File: config.mk
export PLATFORM = sky130hd
export DESIGN_NAME = serial_command_line_parser
export DESIGN_NICKNAME = d
export VERILOG_FILES = /design/src/sv/scl_pkg.sv /design/src/sv/scl_step.sv /design/src/sv/serial_command_line_parser.sv
export SDC_FILE = /design/constraint.sdc
export NUM_CORES = 1
export LEC_CHECK = 0
export BUFFER_PORTS_ARGS = -buffer_cell sky130_fd_sc_hd__buf_2
export CAP_MARGIN = 15
export CORE_ASPECT_RATIO = 1.75
export CORE_MARGIN = 5
export CORE_UTILIZATION = 55
export DETAILED_ROUTE_END_ITERATION = 8
export GPL_TIMING_DRIVEN = 0
export PLACE_DENSITY = 0.77
export SETUP_SLACK_MARGIN = 0.5
export SYNTH_ARGS = -nofsm -noshare
export SYNTH_HDL_FRONTEND = slang
export SYNTH_SLANG_ARGS = --single-unit
File: constraint.sdc
create_clock -name clk -period 7.3 [get_ports clk]
set_input_delay 0 -clock clk [delete_from_list [all_inputs] [get_ports clk]]
set_output_delay 0 -clock clk [all_outputs]
set_load 0.02 [all_outputs]
File: src/sv/scl_pkg.sv
// shared types and constants for the serial command line parser
// used by scl_step and serial_command_line_parser; no dependencies
`timescale 1ns / 1ps

package scl_pkg;

  localparam int unsigned LINE_CAPACITY = 64;
  localparam int unsigned LEN_W = $clog2(LINE_CAPACITY);

  localparam logic [7:0] CH_NUL   = 8'h00;
  localparam logic [7:0] CH_TAB   = 8'h09;
  localparam logic [7:0] CH_LF    = 8'h0A;
  localparam logic [7:0] CH_VT    = 8'h0B;
  localparam logic [7:0] CH_FF    = 8'h0C;
  localparam logic [7:0] CH_CR    = 8'h0D;
  localparam logic [7:0] CH_SPACE = 8'h20;
  localparam logic [7:0] CH_PLUS  = 8'h2B;
  localparam logic [7:0] CH_MINUS = 8'h2D;
  localparam logic [7:0] CH_ZERO  = 8'h30;
  localparam logic [7:0] CH_ONE   = 8'h31;
  localparam logic [7:0] CH_SEVEN = 8'h37;
  localparam logic [7:0] CH_NINE  = 8'h39;
  localparam logic [7:0] CH_UP_A  = 8'h41;
  localparam logic [7:0] CH_UP_D  = 8'h44;
  localparam logic [7:0] CH_UP_F  = 8'h46;
  localparam logic [7:0] CH_UP_H  = 8'h48;
  localparam logic [7:0] CH_UP_P  = 8'h50;
  localparam logic [7:0] CH_UP_X  = 8'h58;
  localparam logic [7:0] CH_LO_A  = 8'h61;
  localparam logic [7:0] CH_LO_F  = 8'h66;
  localparam logic [7:0] CH_LO_X  = 8'h78;

  localparam logic [4:0] NOT_DIGIT = 5'd31;

  typedef enum logic [9:0] {
    PH_START = 10'b0000000001,
    PH_LEAD  = 10'b0000000010,
    PH_PSKIP = 10'b0000000100,
    PH_WS    = 10'b0000001000,
    PH_SIGN  = 10'b0000010000,
    PH_ZERO  = 10'b0000100000,
    PH_HEX0  = 10'b0001000000,
    PH_NUM   = 10'b0010000000,
    PH_TRAIL = 10'b0100000000,
    PH_BAD   = 10'b1000000000
  } phase_t;

  typedef enum logic [1:0] {
    LC_NONE  = 2'd0,
    LC_H     = 2'd1,
    LC_D     = 2'd2,
    LC_OTHER = 2'd3
  } lead_t;

  typedef enum logic [1:0] {
    RX_DEC = 2'd0,
    RX_OCT = 2'd1,
    RX_HEX = 2'd2
  } radix_t;

  typedef enum logic [2:0] {
    RC_NOT_READY = 3'd0,
    RC_READY     = 3'd1,
    RC_FRAME     = 3'd2,
    RC_ACK       = 3'd3,
    RC_UNKNOWN   = 3'd4,
    RC_TOO_LONG  = 3'd5
  } rcode_t;

  typedef struct packed {
    logic [LEN_W-1:0] len;
    phase_t           phase;
    lead_t            lead;
    logic [31:0]      acc;
    logic             ovf;
    logic             neg;
    radix_t           radix;
    logic             dseen;
    logic             ended;
  } line_state_t;

  typedef struct packed {
    logic        valid;
    rcode_t      code;
    logic [31:0] mask;
  } result_t;

  localparam line_state_t LINE_CLEAR = '{
    len:   '0,
    phase: PH_START,
    lead:  LC_NONE,
    acc:   32'd0,
    ovf:   1'b0,
    neg:   1'b0,
    radix: RX_DEC,
    dseen: 1'b0,
    ended: 1'b0
  };

endpackage

File: src/sv/scl_step.sv
// per-byte line state update and result decode for the command line parser
// depends on scl_pkg
`timescale 1ns / 1ps

module scl_step (
  input  logic [7:0]          rx_byte,
  input  logic                host_ready,
  input  scl_pkg::line_state_t st,
  output scl_pkg::line_state_t st_nxt,
  output scl_pkg::result_t     res
);

  localparam logic [scl_pkg::LEN_W:0] CAP_L = (scl_pkg::LEN_W + 1)'(scl_pkg::LINE_CAPACITY);

  function automatic logic [4:0] digit_of(input logic [7:0] ch);
    logic [4:0] d;
    d = scl_pkg::NOT_DIGIT;
    if (ch >= scl_pkg::CH_ZERO && ch <= scl_pkg::CH_NINE) begin
      d = {1'b0, ch[3:0]};
    end else if ((ch >= scl_pkg::CH_LO_A && ch <= scl_pkg::CH_LO_F) ||
                 (ch >= scl_pkg::CH_UP_A && ch <= scl_pkg::CH_UP_F)) begin
      d = {1'b0, ch[3:0]} + 5'd9;
    end
    return d;
  endfunction

  logic                 blank;
  logic                 space;
  logic [4:0]           dval;
  logic [4:0]           base;
  logic                 do_add;
  scl_pkg::radix_t      add_rdx;
  logic [4:0]           add_d;
  logic [36:0]          prod;
  logic [36:0]          sum;
  logic                 begin_num;
  logic                 num_ok;
  logic [scl_pkg::LEN_W:0] len_inc;

  assign blank   = (rx_byte == scl_pkg::CH_SPACE) || (rx_byte == scl_pkg::CH_TAB);
  assign space   = blank || (rx_byte == scl_pkg::CH_VT) || (rx_byte == scl_pkg::CH_FF);
  assign dval    = digit_of(rx_byte);
  assign len_inc = {1'b0, st.len} + 1'b1;
  assign num_ok  = (st.phase == scl_pkg::PH_ZERO || st.phase == scl_pkg::PH_NUM ||
                    st.phase == scl_pkg::PH_TRAIL) && st.dseen && !st.ovf;

  always_comb begin
    unique case (st.radix)
      scl_pkg::RX_HEX: base = 5'd16;
      scl_pkg::RX_OCT: base = 5'd8;
      default:         base = 5'd10;
    endcase
  end

  // shared multiply-accumulate for one digit
  always_comb begin
    unique case (add_rdx)
      scl_pkg::RX_OCT: prod = {2'b00, st.acc, 3'b000};
      scl_pkg::RX_HEX: prod = {1'b0, st.acc, 4'b0000};
      default:         prod = {2'b00, st.acc, 3'b000} + {4'b0000, st.acc, 1'b0};
    endcase
    sum = prod + 37'(add_d);
  end

  always_comb begin
    st_nxt    = st;
    res       = '{valid: 1'b0, code: scl_pkg::RC_UNKNOWN, mask: 32'd0};
    do_add    = 1'b0;
    add_rdx   = scl_pkg::RX_DEC;
    add_d     = 5'd0;
    begin_num = 1'b0;

    if (rx_byte == scl_pkg::CH_CR) begin
      st_nxt = st;
    end else if (rx_byte == scl_pkg::CH_LF) begin
      st_nxt = scl_pkg::LINE_CLEAR;
      if (st.len != '0) begin
        res.valid = 1'b1;
        if (st.phase == scl_pkg::PH_LEAD && st.lead == scl_pkg::LC_H) begin
          res.code = host_ready ? scl_pkg::RC_READY : scl_pkg::RC_NOT_READY;
        end else if (st.phase == scl_pkg::PH_LEAD && st.lead == scl_pkg::LC_D) begin
          res.code = scl_pkg::RC_FRAME;
        end else if (num_ok) begin
          res.code = scl_pkg::RC_ACK;
          res.mask = st.neg ? (32'd0 - st.acc) : st.acc;
        end
      end
    end else if (len_inc >= CAP_L) begin
      st_nxt    = scl_pkg::LINE_CLEAR;
      res.valid = 1'b1;
      res.code  = scl_pkg::RC_TOO_LONG;
    end else begin
      st_nxt.len = len_inc[scl_pkg::LEN_W-1:0];
      if (st.ended) begin
        st_nxt.ended = 1'b1;
      end else if (rx_byte == scl_pkg::CH_NUL) begin
        st_nxt.ended = 1'b1;
      end else begin
        unique case (st.phase)
          scl_pkg::PH_START: begin
            if (rx_byte == scl_pkg::CH_UP_H) begin
              st_nxt.lead  = scl_pkg::LC_H;
              st_nxt.phase = scl_pkg::PH_LEAD;
            end else if (rx_byte == scl_pkg::CH_UP_D) begin
              st_nxt.lead  = scl_pkg::LC_D;
              st_nxt.phase = scl_pkg::PH_LEAD;
            end else if (rx_byte == scl_pkg::CH_UP_P) begin
              st_nxt.lead  = scl_pkg::LC_OTHER;
              st_nxt.phase = scl_pkg::PH_PSKIP;
            end else begin
              st_nxt.lead  = scl_pkg::LC_OTHER;
              st_nxt.phase = scl_pkg::PH_BAD;
            end
          end
          scl_pkg::PH_PSKIP: begin
            if (blank) begin
              st_nxt.phase = scl_pkg::PH_PSKIP;
            end else if (rx_byte == scl_pkg::CH_MINUS) begin
              st_nxt.phase = scl_pkg::PH_BAD;
            end else if (space) begin
              st_nxt.phase = scl_pkg::PH_WS;
            end else if (rx_byte == scl_pkg::CH_PLUS) begin
              st_nxt.phase = scl_pkg::PH_SIGN;
            end else begin
              begin_num = 1'b1;
            end
          end
          scl_pkg::PH_WS: begin
            if (space) begin
              st_nxt.phase = scl_pkg::PH_WS;
            end else if (rx_byte == scl_pkg::CH_PLUS) begin
              st_nxt.phase = scl_pkg::PH_SIGN;
            end else if (rx_byte == scl_pkg::CH_MINUS) begin
              st_nxt.neg   = 1'b1;
              st_nxt.phase = scl_pkg::PH_SIGN;
            end else begin
              begin_num = 1'b1;
            end
          end
          scl_pkg::PH_SIGN: begin
            begin_num = 1'b1;
          end
          scl_pkg::PH_ZERO: begin
            if (rx_byte == scl_pkg::CH_LO_X || rx_byte == scl_pkg::CH_UP_X) begin
              st_nxt.radix = scl_pkg::RX_HEX;
              st_nxt.phase = scl_pkg::PH_HEX0;
            end else if (rx_byte >= scl_pkg::CH_ZERO && rx_byte <= scl_pkg::CH_SEVEN) begin
              st_nxt.radix = scl_pkg::RX_OCT;
              st_nxt.phase = scl_pkg::PH_NUM;
              do_add       = 1'b1;
              add_rdx      = scl_pkg::RX_OCT;
              add_d        = dval;
            end else if (blank) begin
              st_nxt.phase = scl_pkg::PH_TRAIL;
            end else begin
              st_nxt.phase = scl_pkg::PH_BAD;
            end
          end
          scl_pkg::PH_HEX0: begin
            if (dval < 5'd16) begin
              st_nxt.phase = scl_pkg::PH_NUM;
              do_add       = 1'b1;
              add_rdx      = scl_pkg::RX_HEX;
              add_d        = dval;
            end else begin
              st_nxt.phase = scl_pkg::PH_BAD;
            end
          end
          scl_pkg::PH_NUM: begin
            if (dval < base) begin
              do_add  = 1'b1;
              add_rdx = st.radix;
              add_d   = dval;
            end else if (blank) begin
              st_nxt.phase = scl_pkg::PH_TRAIL;
            end else begin
              st_nxt.phase = scl_pkg::PH_BAD;
            end
          end
          scl_pkg::PH_TRAIL: begin
            if (!blank) begin
              st_nxt.phase = scl_pkg::PH_BAD;
            end
          end
          default: begin
            st_nxt.phase = scl_pkg::PH_BAD;
          end
        endcase

        // first character of the number
        if (begin_num) begin
          if (rx_byte == scl_pkg::CH_ZERO) begin
            st_nxt.phase = scl_pkg::PH_ZERO;
            do_add       = 1'b1;
            add_rdx      = scl_pkg::RX_OCT;
            add_d        = 5'd0;
          end else if (rx_byte >= scl_pkg::CH_ONE && rx_byte <= scl_pkg::CH_NINE) begin
            st_nxt.radix = scl_pkg::RX_DEC;
            st_nxt.phase = scl_pkg::PH_NUM;
            do_add       = 1'b1;
            add_rdx      = scl_pkg::RX_DEC;
            add_d        = dval;
          end else begin
            st_nxt.phase = scl_pkg::PH_BAD;
          end
        end

        if (do_add) begin
          st_nxt.acc   = sum[31:0];
          st_nxt.ovf   = st.ovf | (|sum[36:32]);
          st_nxt.dseen = 1'b1;
        end
      end
    end
  end

endmodule

File: src/sv/serial_command_line_parser.sv
// top level of the serial command line parser: input register, line state, result register
// depends on scl_pkg and scl_step
`timescale 1ns / 1ps

// Takes one received UART byte per transaction and answers each completed command line
// with at most one result transaction. The block accepts a byte in every cycle unless a
// byte is held behind a waiting result; a byte waits in the input register, where the line
// state is updated in a single step, and its result is written to the output register as the
// byte leaves it. A waiting result holds the byte behind it in the input register,
// so in_tready stays low until the result is taken. CR is ignored, an empty line gives
// nothing, and a line that reaches the line capacity is dropped with a line-too-long
// result.

module serial_command_line_parser (
  input  logic        clk,
  input  logic        rst_n,
  input  logic        in_tvalid,
  output logic        in_tready,
  input  logic [15:0] in_tdata,   // [7:0] rx_byte, [8] host_ready, [15:9] zero
  output logic        out_tvalid,
  input  logic        out_tready,
  output logic [31:0] out_tdata,  // [31:0] button_mask
  output logic [7:0]  out_tuser   // [2:0] result_code, [7:3] zero
);

  logic                 s1_valid_r;
  logic [7:0]           s1_byte_r;
  logic                 s1_ready_r;
  scl_pkg::line_state_t state_r;
  scl_pkg::line_state_t state_nxt;
  scl_pkg::result_t     step_res;
  logic                 out_valid_r;
  scl_pkg::rcode_t      out_code_r;
  logic [31:0]          out_mask_r;
  logic                 advance;

  assign advance   = s1_valid_r && (!out_valid_r || out_tready);
  assign in_tready = !s1_valid_r || advance;

  scl_step u_step (
    .rx_byte    (s1_byte_r),
    .host_ready (s1_ready_r),
    .st         (state_r),
    .st_nxt     (state_nxt),
    .res        (step_res)
  );

  always_ff @(posedge clk) begin
    if (!rst_n) begin
      s1_valid_r <= 1'b0;
    end else if (in_tready) begin
      s1_valid_r <= in_tvalid;
    end
  end

  always_ff @(posedge clk) begin
    if (in_tready && in_tvalid) begin
      s1_byte_r  <= in_tdata[7:0];
      s1_ready_r <= in_tdata[8];
    end
  end

  always_ff @(posedge clk) begin
    if (!rst_n) begin
      state_r <= scl_pkg::LINE_CLEAR;
    end else if (advance) begin
      state_r <= state_nxt;
    end
  end

  always_ff @(posedge clk) begin
    if (!rst_n) begin
      out_valid_r <= 1'b0;
    end else if (advance && step_res.valid) begin
      out_valid_r <= 1'b1;
    end else if (out_tready) begin
      out_valid_r <= 1'b0;
    end
  end

  always_ff @(posedge clk) begin
    if (advance && step_res.valid) begin
      out_code_r <= step_res.code;
      out_mask_r <= step_res.mask;
    end
  end

  assign out_tvalid = out_valid_r;
  assign out_tdata  = out_mask_r;
  assign out_tuser  = {5'd0, out_code_r};

  // a produced result always lands in the output register
  a_result_lands: assert property (@(posedge clk) disable iff (!rst_n)
    advance && step_res.valid |=> out_valid_r)
    else $error("result from step not registered");

  // a line feed always leaves an empty line behind
  a_lf_clears: assert property (@(posedge clk) disable iff (!rst_n)
    advance && s1_byte_r == scl_pkg::CH_LF |=> state_r.len == '0 && !state_r.ended)
    else $error("line state not cleared after lf");

  // mask is only nonzero on an acknowledge
  a_mask_ack_only: assert property (@(posedge clk) disable iff (!rst_n)
    out_valid_r && out_code_r != scl_pkg::RC_ACK |-> out_mask_r == 32'd0)
    else $error("nonzero mask without ack");

  // no input transaction while a stalled byte is still held
  a_no_overrun: assert property (@(posedge clk) disable iff (!rst_n)
    s1_valid_r && out_valid_r && !out_tready |-> !in_tready)
    else $error("input accepted over a stalled byte");

endmodule
* Word-level counts from Yosys, hierarchy flattened
Cells that the tools add are included.
** Word-level totals
- Register bits after elaboration :: 102
- Bits in latches :: 0
- RAM bits :: 0
- Bits in read-only memories :: 0
- Output and inout bits :: 42
- Logic and storage cells :: 222
- Memories kept :: 0
** Operators by class
- Add/sub/neg operators :: 5
- Multiply operators :: 0
- Div/mod/pow operators :: 0
- Magnitude comparators :: 11
- Eq/ne operators :: 38
- Shift operators :: 0
- Multiplexer cells :: 109
- Bitwise logic cells :: 5
- Reduce and logical (&&, ||, !) cells :: 39
** Operators by type and width (number)
- 10-bit two-way mux :: 16
- 32-bit two-way mux :: 4
- 56-bit two-way mux :: 2
- 49-bit two-way mux :: 2
- 10-bit one-hot mux with 8 select lines :: 1
- 37-bit one-hot mux with 2 select lines :: 1
- 36-bit two-way mux :: 2
- 5-bit two-way mux :: 14
- 8-bit by 4-bit equality test with 1-bit output (second input constant) :: 5
- 8-bit by 7-bit equality test with 1-bit output (second input constant) :: 5
- 37-bit by 5-bit adder with 37-bit output :: 1
- 35-bit by 33-bit adder with 36-bit output :: 1
- 12-bit two-way mux :: 3
- 2-bit two-way mux :: 18
- 1-bit two-way mux :: 35
- 35-bit two-way mux :: 1
- 33-bit two-way mux :: 1
- 8-bit by 6-bit equality test with 1-bit output (second input constant) :: 4
- 1-bit by 32-bit subtractor with 32-bit output (first input constant) :: 1
- 8-bit by 6-bit greater-or-equal comparator with 1-bit output (second input constant) :: 2
- 8-bit by 7-bit greater-or-equal comparator with 1-bit output (second input constant) :: 2
- 8-bit by 6-bit <= comparator with 1-bit output (second input constant) :: 2
- 8-bit by 7-bit <= comparator with 1-bit output (second input constant) :: 2
- 5-bit one-hot mux with 3 select lines :: 1
- other kinds (43) :: 81

* Longest topological paths before layout
- Word-level depth :: 29
- Depth in mapped cells :: 35

* Cells and area by module
Synthesis repeated with hierarchy kept, for this count alone.
** Unflattened totals
- Cell total of the unflattened synthesis :: 1272
- Area, all modules :: 9818.2 µm²
** Modules (own cells, without submodules)
- scl_step :: instances 1, cells an instance 966, area each 6064.6 µm², seq. area each 0.0 µm²
- serial_command_line_parser :: instances 1, cells an instance 306, area each 3753.6 µm², seq. area each 2482.4 µm²

* Worst setup path before layout
Ideal clock, no wire load.
- Path type :: register to register
- From :: reg s1_byte_r[1]
- To :: reg state_r[5] (netlist name)
- Arrival :: 6.913 ns
- Required time :: 7.177 ns
- Setup slack :: 0.264 ns
- Stages on the path, launching flop included :: 35
- Path buffers :: 9
- Cell sequence :: edfxtp_1 > inv_1 > ha_1 > or3b_2 > nand4b_1 > nor4bb_1 > o31ai_1 > a221oi_1 > o21ai_1 > inv_1 > nand2_1 > a31oi_1 > ha_1 > buf_2 > buf_2 > buf_2 > buf_2 > buf_2 > buf_1 > buf_1 > clkbuf_1 > o21ai_0 > ha_1 > a21o_1 > a21o_1 > and2_1 > nor3b_1 > nand3_1 > or4_1 > buf_2 > nor3_4 > and4_1 > nand3_1 > a21oi_1 > o22ai_1
** On the way
- Cells in the longest elaborated chain, start to end :: 29
** Ends and longest elaborated chain
- start: declaration :: RTL line serial_command_line_parser.sv:27 : logic [7:0] s1_byte_r;
- start signal: assignment :: RTL line serial_command_line_parser.sv:58 : s1_byte_r <= in_tdata[7:0];
- parallel branches: the longest is 29 deep, another holds 8-bit by 7-bit greater-or-equal comparator with 1-bit output
- end signal: assignment :: RTL line serial_command_line_parser.sv:65 : state_r <= scl_pkg::LINE_CLEAR;
- end signal: assignment :: RTL line serial_command_line_parser.sv:67 : state_r <= state_nxt;
- end: declaration :: RTL line serial_command_line_parser.sv:29 : scl_pkg::line_state_t state_r;
Several ways; the timed one is not identified. The select of a mux whose other input is x is not followed.
A chain may end at the register's enable or synchronous reset.

* Final worst setup path
- From :: reg s1_byte_r[0]
- To :: reg state_r[5] (netlist name)
The elaborated chain is that of the path after synthesis.

==> results.sh <==
export IMPL_drt_iter0_drc=617
export IMPL_number_of_routed_nets_with_antenna_violations=0
export IMPL_number_of_global_route_vias_before_repair=8569
export IMPL_critical_path_slowest_cell="sky130_fd_sc_hd__or4_4"
export IMPL_finalWorstSetupSlack_ps=585
export IMPL_grt_pass1_wl_um=44000
export IMPL_grt_overflow=0
export IMPL_fmaxAchievable_ghz=0.149
export IMPL_layout_cell_area_non_filler_mm2=0.0103
export IMPL_track_usage_pct=29.7
export IMPL_critPathArrivalTime_ps=7000
export IMPL_mapped_cell_area_mm2=0.00877
export IMPL_path_max_fanout=8
export IMPL_power_ir_vdd_worst_v=0.000127
export IMPL_clock_sink_count=102
export IMPL_unrepaired_setup_endpoints_after_global_routing="true"
export IMPL_worst_hold_path_num_cells=3
export IMPL_hold_viol=0
export IMPL_switching_share_pct=26.2
export IMPL_placement_setup_worst_slack_ps=-1620
export IMPL_synth_seq_cells=102
export IMPL_worst_r2r_startpoint="s1_byte_r[0]$_DFFE_PP_"
export IMPL_clock_tree_root_cell="sky130_fd_sc_hd__clkbuf_16"
export IMPL_final_setup_viol_count=0
export IMPL_relSlewSlack_pct=14.6
export IMPL_switching_power_mw=0.310
export IMPL_avgRoutedWirePerCell_um=20.5
export IMPL_nFillCells=1371
export IMPL_pwr_share_seq_pct=51.1
export IMPL_cellPowerDensity_mw_per_mm2=115
export IMPL_outcome="complete, no violations"
export IMPL_launch_point_of_the_critical_path="s1_byte_r[0]$_DFFE_PP_"
export IMPL_cts_max_level=3
export IMPL_hpwl_um=21100
export IMPL_start_util_pct=55.5
export IMPL_die_height_um=177
export IMPL_path_common_cell="sky130_fd_sc_hd__buf_8"
export IMPL_finClkSkew_ps=11.3
export IMPL_i_o_pins=62
export IMPL_pwr_share_clk_pct=41.5
export IMPL_routed_via_count=9334
export IMPL_final_max_slew_viol_count=0
export IMPL_wirelength_um=28800
export IMPL_detail_route_drc_violations=0
export IMPL_ys_warnings_count=0
export IMPL_tightestPinTransition_ps=1260
export IMPL_horiz_die_dim_um=105
export IMPL_most_common_layout_cells="sky130_fd_sc_hd__nand2_1, sky130_fd_sc_hd__nor2_1, sky130_fd_sc_hd__a21oi_1"
export IMPL_ys_dominant_reg_cell="sky130_fd_sc_hd__dfxtp_1"
export IMPL_synth_async_reset_ratio_pct=0
export IMPL_critPathRequiredTime_ps=7590
export IMPL_regToRegSetupSlack_ps=590
export IMPL_final_nets=1279
export IMPL_critical_path_startpoint_type="flip-flop"
export IMPL_hold_ws_ps=56.4
export IMPL_rr_worst_depth=35
export IMPL_clk_insertion_delay_late_ps=360
export IMPL_min_delay_start="rst_n"
export IMPL_path_type_of_the_worst_setup_path="flip-flop to flip-flop"
export IMPL_register_area_mm2=0.00248
export IMPL_synthesis_instances=1094
export IMPL_final_common_cell="sky130_fd_sc_hd__nand2_1"
export IMPL_power_frac_comb_pct=7.5
export IMPL_cellLeakagePower_nw=4.27
export IMPL_row_count=61
export IMPL_drive_gt1_share_pct=16.5
export IMPL_synth_sequential_area_ratio_pct=28.3
export IMPL_synth_area_per_cell_um2=8.01
export IMPL_peak_per_stage_delay_on_the_critical_path_ps=540
export IMPL_multi_input_area_mm2=0.00613
export IMPL_internal_power_mw=0.874
export IMPL_period_minus_slack_ps=6710
export IMPL_tritoncts="done"
export IMPL_reg_clk_slew_reported_paths_ps=80
export IMPL_core_area_mm2=0.0158
export IMPL_synth_cell_type_count=90
export IMPL_antennaDiodeCount=0
export IMPL_min_period_over_period_pct=92.0
export IMPL_fin_tns_setup_ps=0
export IMPL_holdCritPathClass="input port to flip-flop"
export IMPL_critical_path_endpoint_type="flip-flop"
export IMPL_max_cap_viol_count=0
export IMPL_place_gp_congestion=0.973
export IMPL_design_die_area_mm2=0.0187
export IMPL_routed_via_density=6.64
export IMPL_grt_antenna_before_repair=0
export IMPL_synth_edf_count=44
export IMPL_num_cts_buffers=9
export IMPL_detailedRoute_firstPassIterationCount=5
export IMPL_clockBufferDepth=2
export IMPL_synthToLayoutAreaGrowth_pct=17.9
export IMPL_place_port_buffers=49
export IMPL_grt_start_max_net_pins=22
export IMPL_detailed_place_area_mm2=0.00931
-- layout make-up --
class | instances | share of cell area, %
clock inverters | 7 | 0.629
plain buffers | 70 | 4.03
multi-input cells | 898 | 59.3
flip-flops and latches | 102 | 24.0
clock buffers | 9 | 2.18
repair buffers | 102 | 6.57
well taps | 189 | 2.29
inverters | 28 | 1.02
-- state kept, by name, summed over array words and instances, names as in the netlist --
name,count
s1_byte_r,8
s1_valid_r,1
state_r,56
out_tdata,32
out_tvalid,1
out_code_r,3
s1_ready_r,1
-- power by group through the flow --
stage / clock [mW] / sequential (mW) / combinational (mW)
4_1_cts: 0.490 / 0.604 / 0.0795
6_report: 0.491 / 0.605 / 0.0883
2_1_floorplan: 0 / 0.616 / 0.0499
3_5_place_dp: 0 / 0.618 / 0.0702
3_3_place_gp: 0 / 0.618 / 0.0684
5_1_grt: 0.512 / 0.605 / 0.0951
-- path summary, 6_finish.rpt --
check                              to
min          state_r[37]$_SDFFE_PN0P_
max           state_r[5]$_SDFFE_PN0P_
min reg2reg  state_r[42]$_SDFFE_PN0P_
max reg2reg   state_r[5]$_SDFFE_PN0P_
-- logic make-up (layout without fill, tap and decap cells) --
| kind of cell | Yosys count | after routing | synth area share, % |
|---|---|---|---|
| simple gates | 439 | 439 | 26.2 |
| mux | 7 | 7 | 0.814 |
| buf+inv | 98 | 216 | 4.70 |
| compound gates | 328 | 328 | 25.8 |
| other cells | 1 | 5 | 0.0428 |
| flops | 102 | 102 | 28.3 |
| xor+xnor | 71 | 71 | 7.09 |
| fa+ha+maj | 48 | 48 | 7.02 |
-- cell usage after synthesis, drive strengths merged (13+ instances only) --
library cell	instances	share of area [%]
a21boi	17	1.5
a21o	22	1.9
a21oi	80	4.6
a221oi	23	2.4
a31oi	14	1.0
and3	13	0.93
buf	24	1.5
clkbuf	46	2.0
dfxtp	58	13
edfxtp	44	15
ha	46	6.6
inv	28	1.2
nand2	108	4.6
nand2b	13	0.93
nand3	46	2.6
nand4	14	1.0
nor2	96	4.1
nor2b	35	2.5
nor3	30	1.9
o21ai	56	3.2
o31ai	17	1.5
or3	15	1.2
xnor2	30	3.0
xor2	41	4.1
-- per-stage QoR --
step	total power [mW]	instances	utilization [%]
5_1_grt	1.21	1405	65.4
6_report	1.18	1405	65.4
4_1_cts	1.17	1371	62.6
3_5_place_dp	0.688	1338	58.9
3_3_place_gp	0.686	1336	58.7
2_1_floorplan	0.666	1098	-
-- routing by layer --
layer	track usage (%)	up-vias	wire [um]
met5	0	-	0
met4	22.9	0	2680
met3	3.83	180	1550
met2	55.6	442	14800
met1	29.1	4391	9720
li1	-	4321	-
-- critical path: cells and delay by family, from the launching register on --
kind / cells / cell delay [ps]
AND/OR/NAND/NOR: 11 / 2660
AO/OA/AOI/OAI: 10 / 1460
flip-flops: 1 / 490
buffers and inverters: 11 / 1360
adder cells (fa/ha/maj): 3 / 680
-- timing repair --
item / 4_1_cts / 5_1_grt
endpoints found under the setup margin: 30 / 18
endpoints found under the hold margin: 11 / 0
gates resized for setup: 42 / 57
hold buffers: 11 / 0
pin swaps: 9 / 28
buffers inserted: 6 / 34
Note: power is estimated with default switching activity, not from simulation.
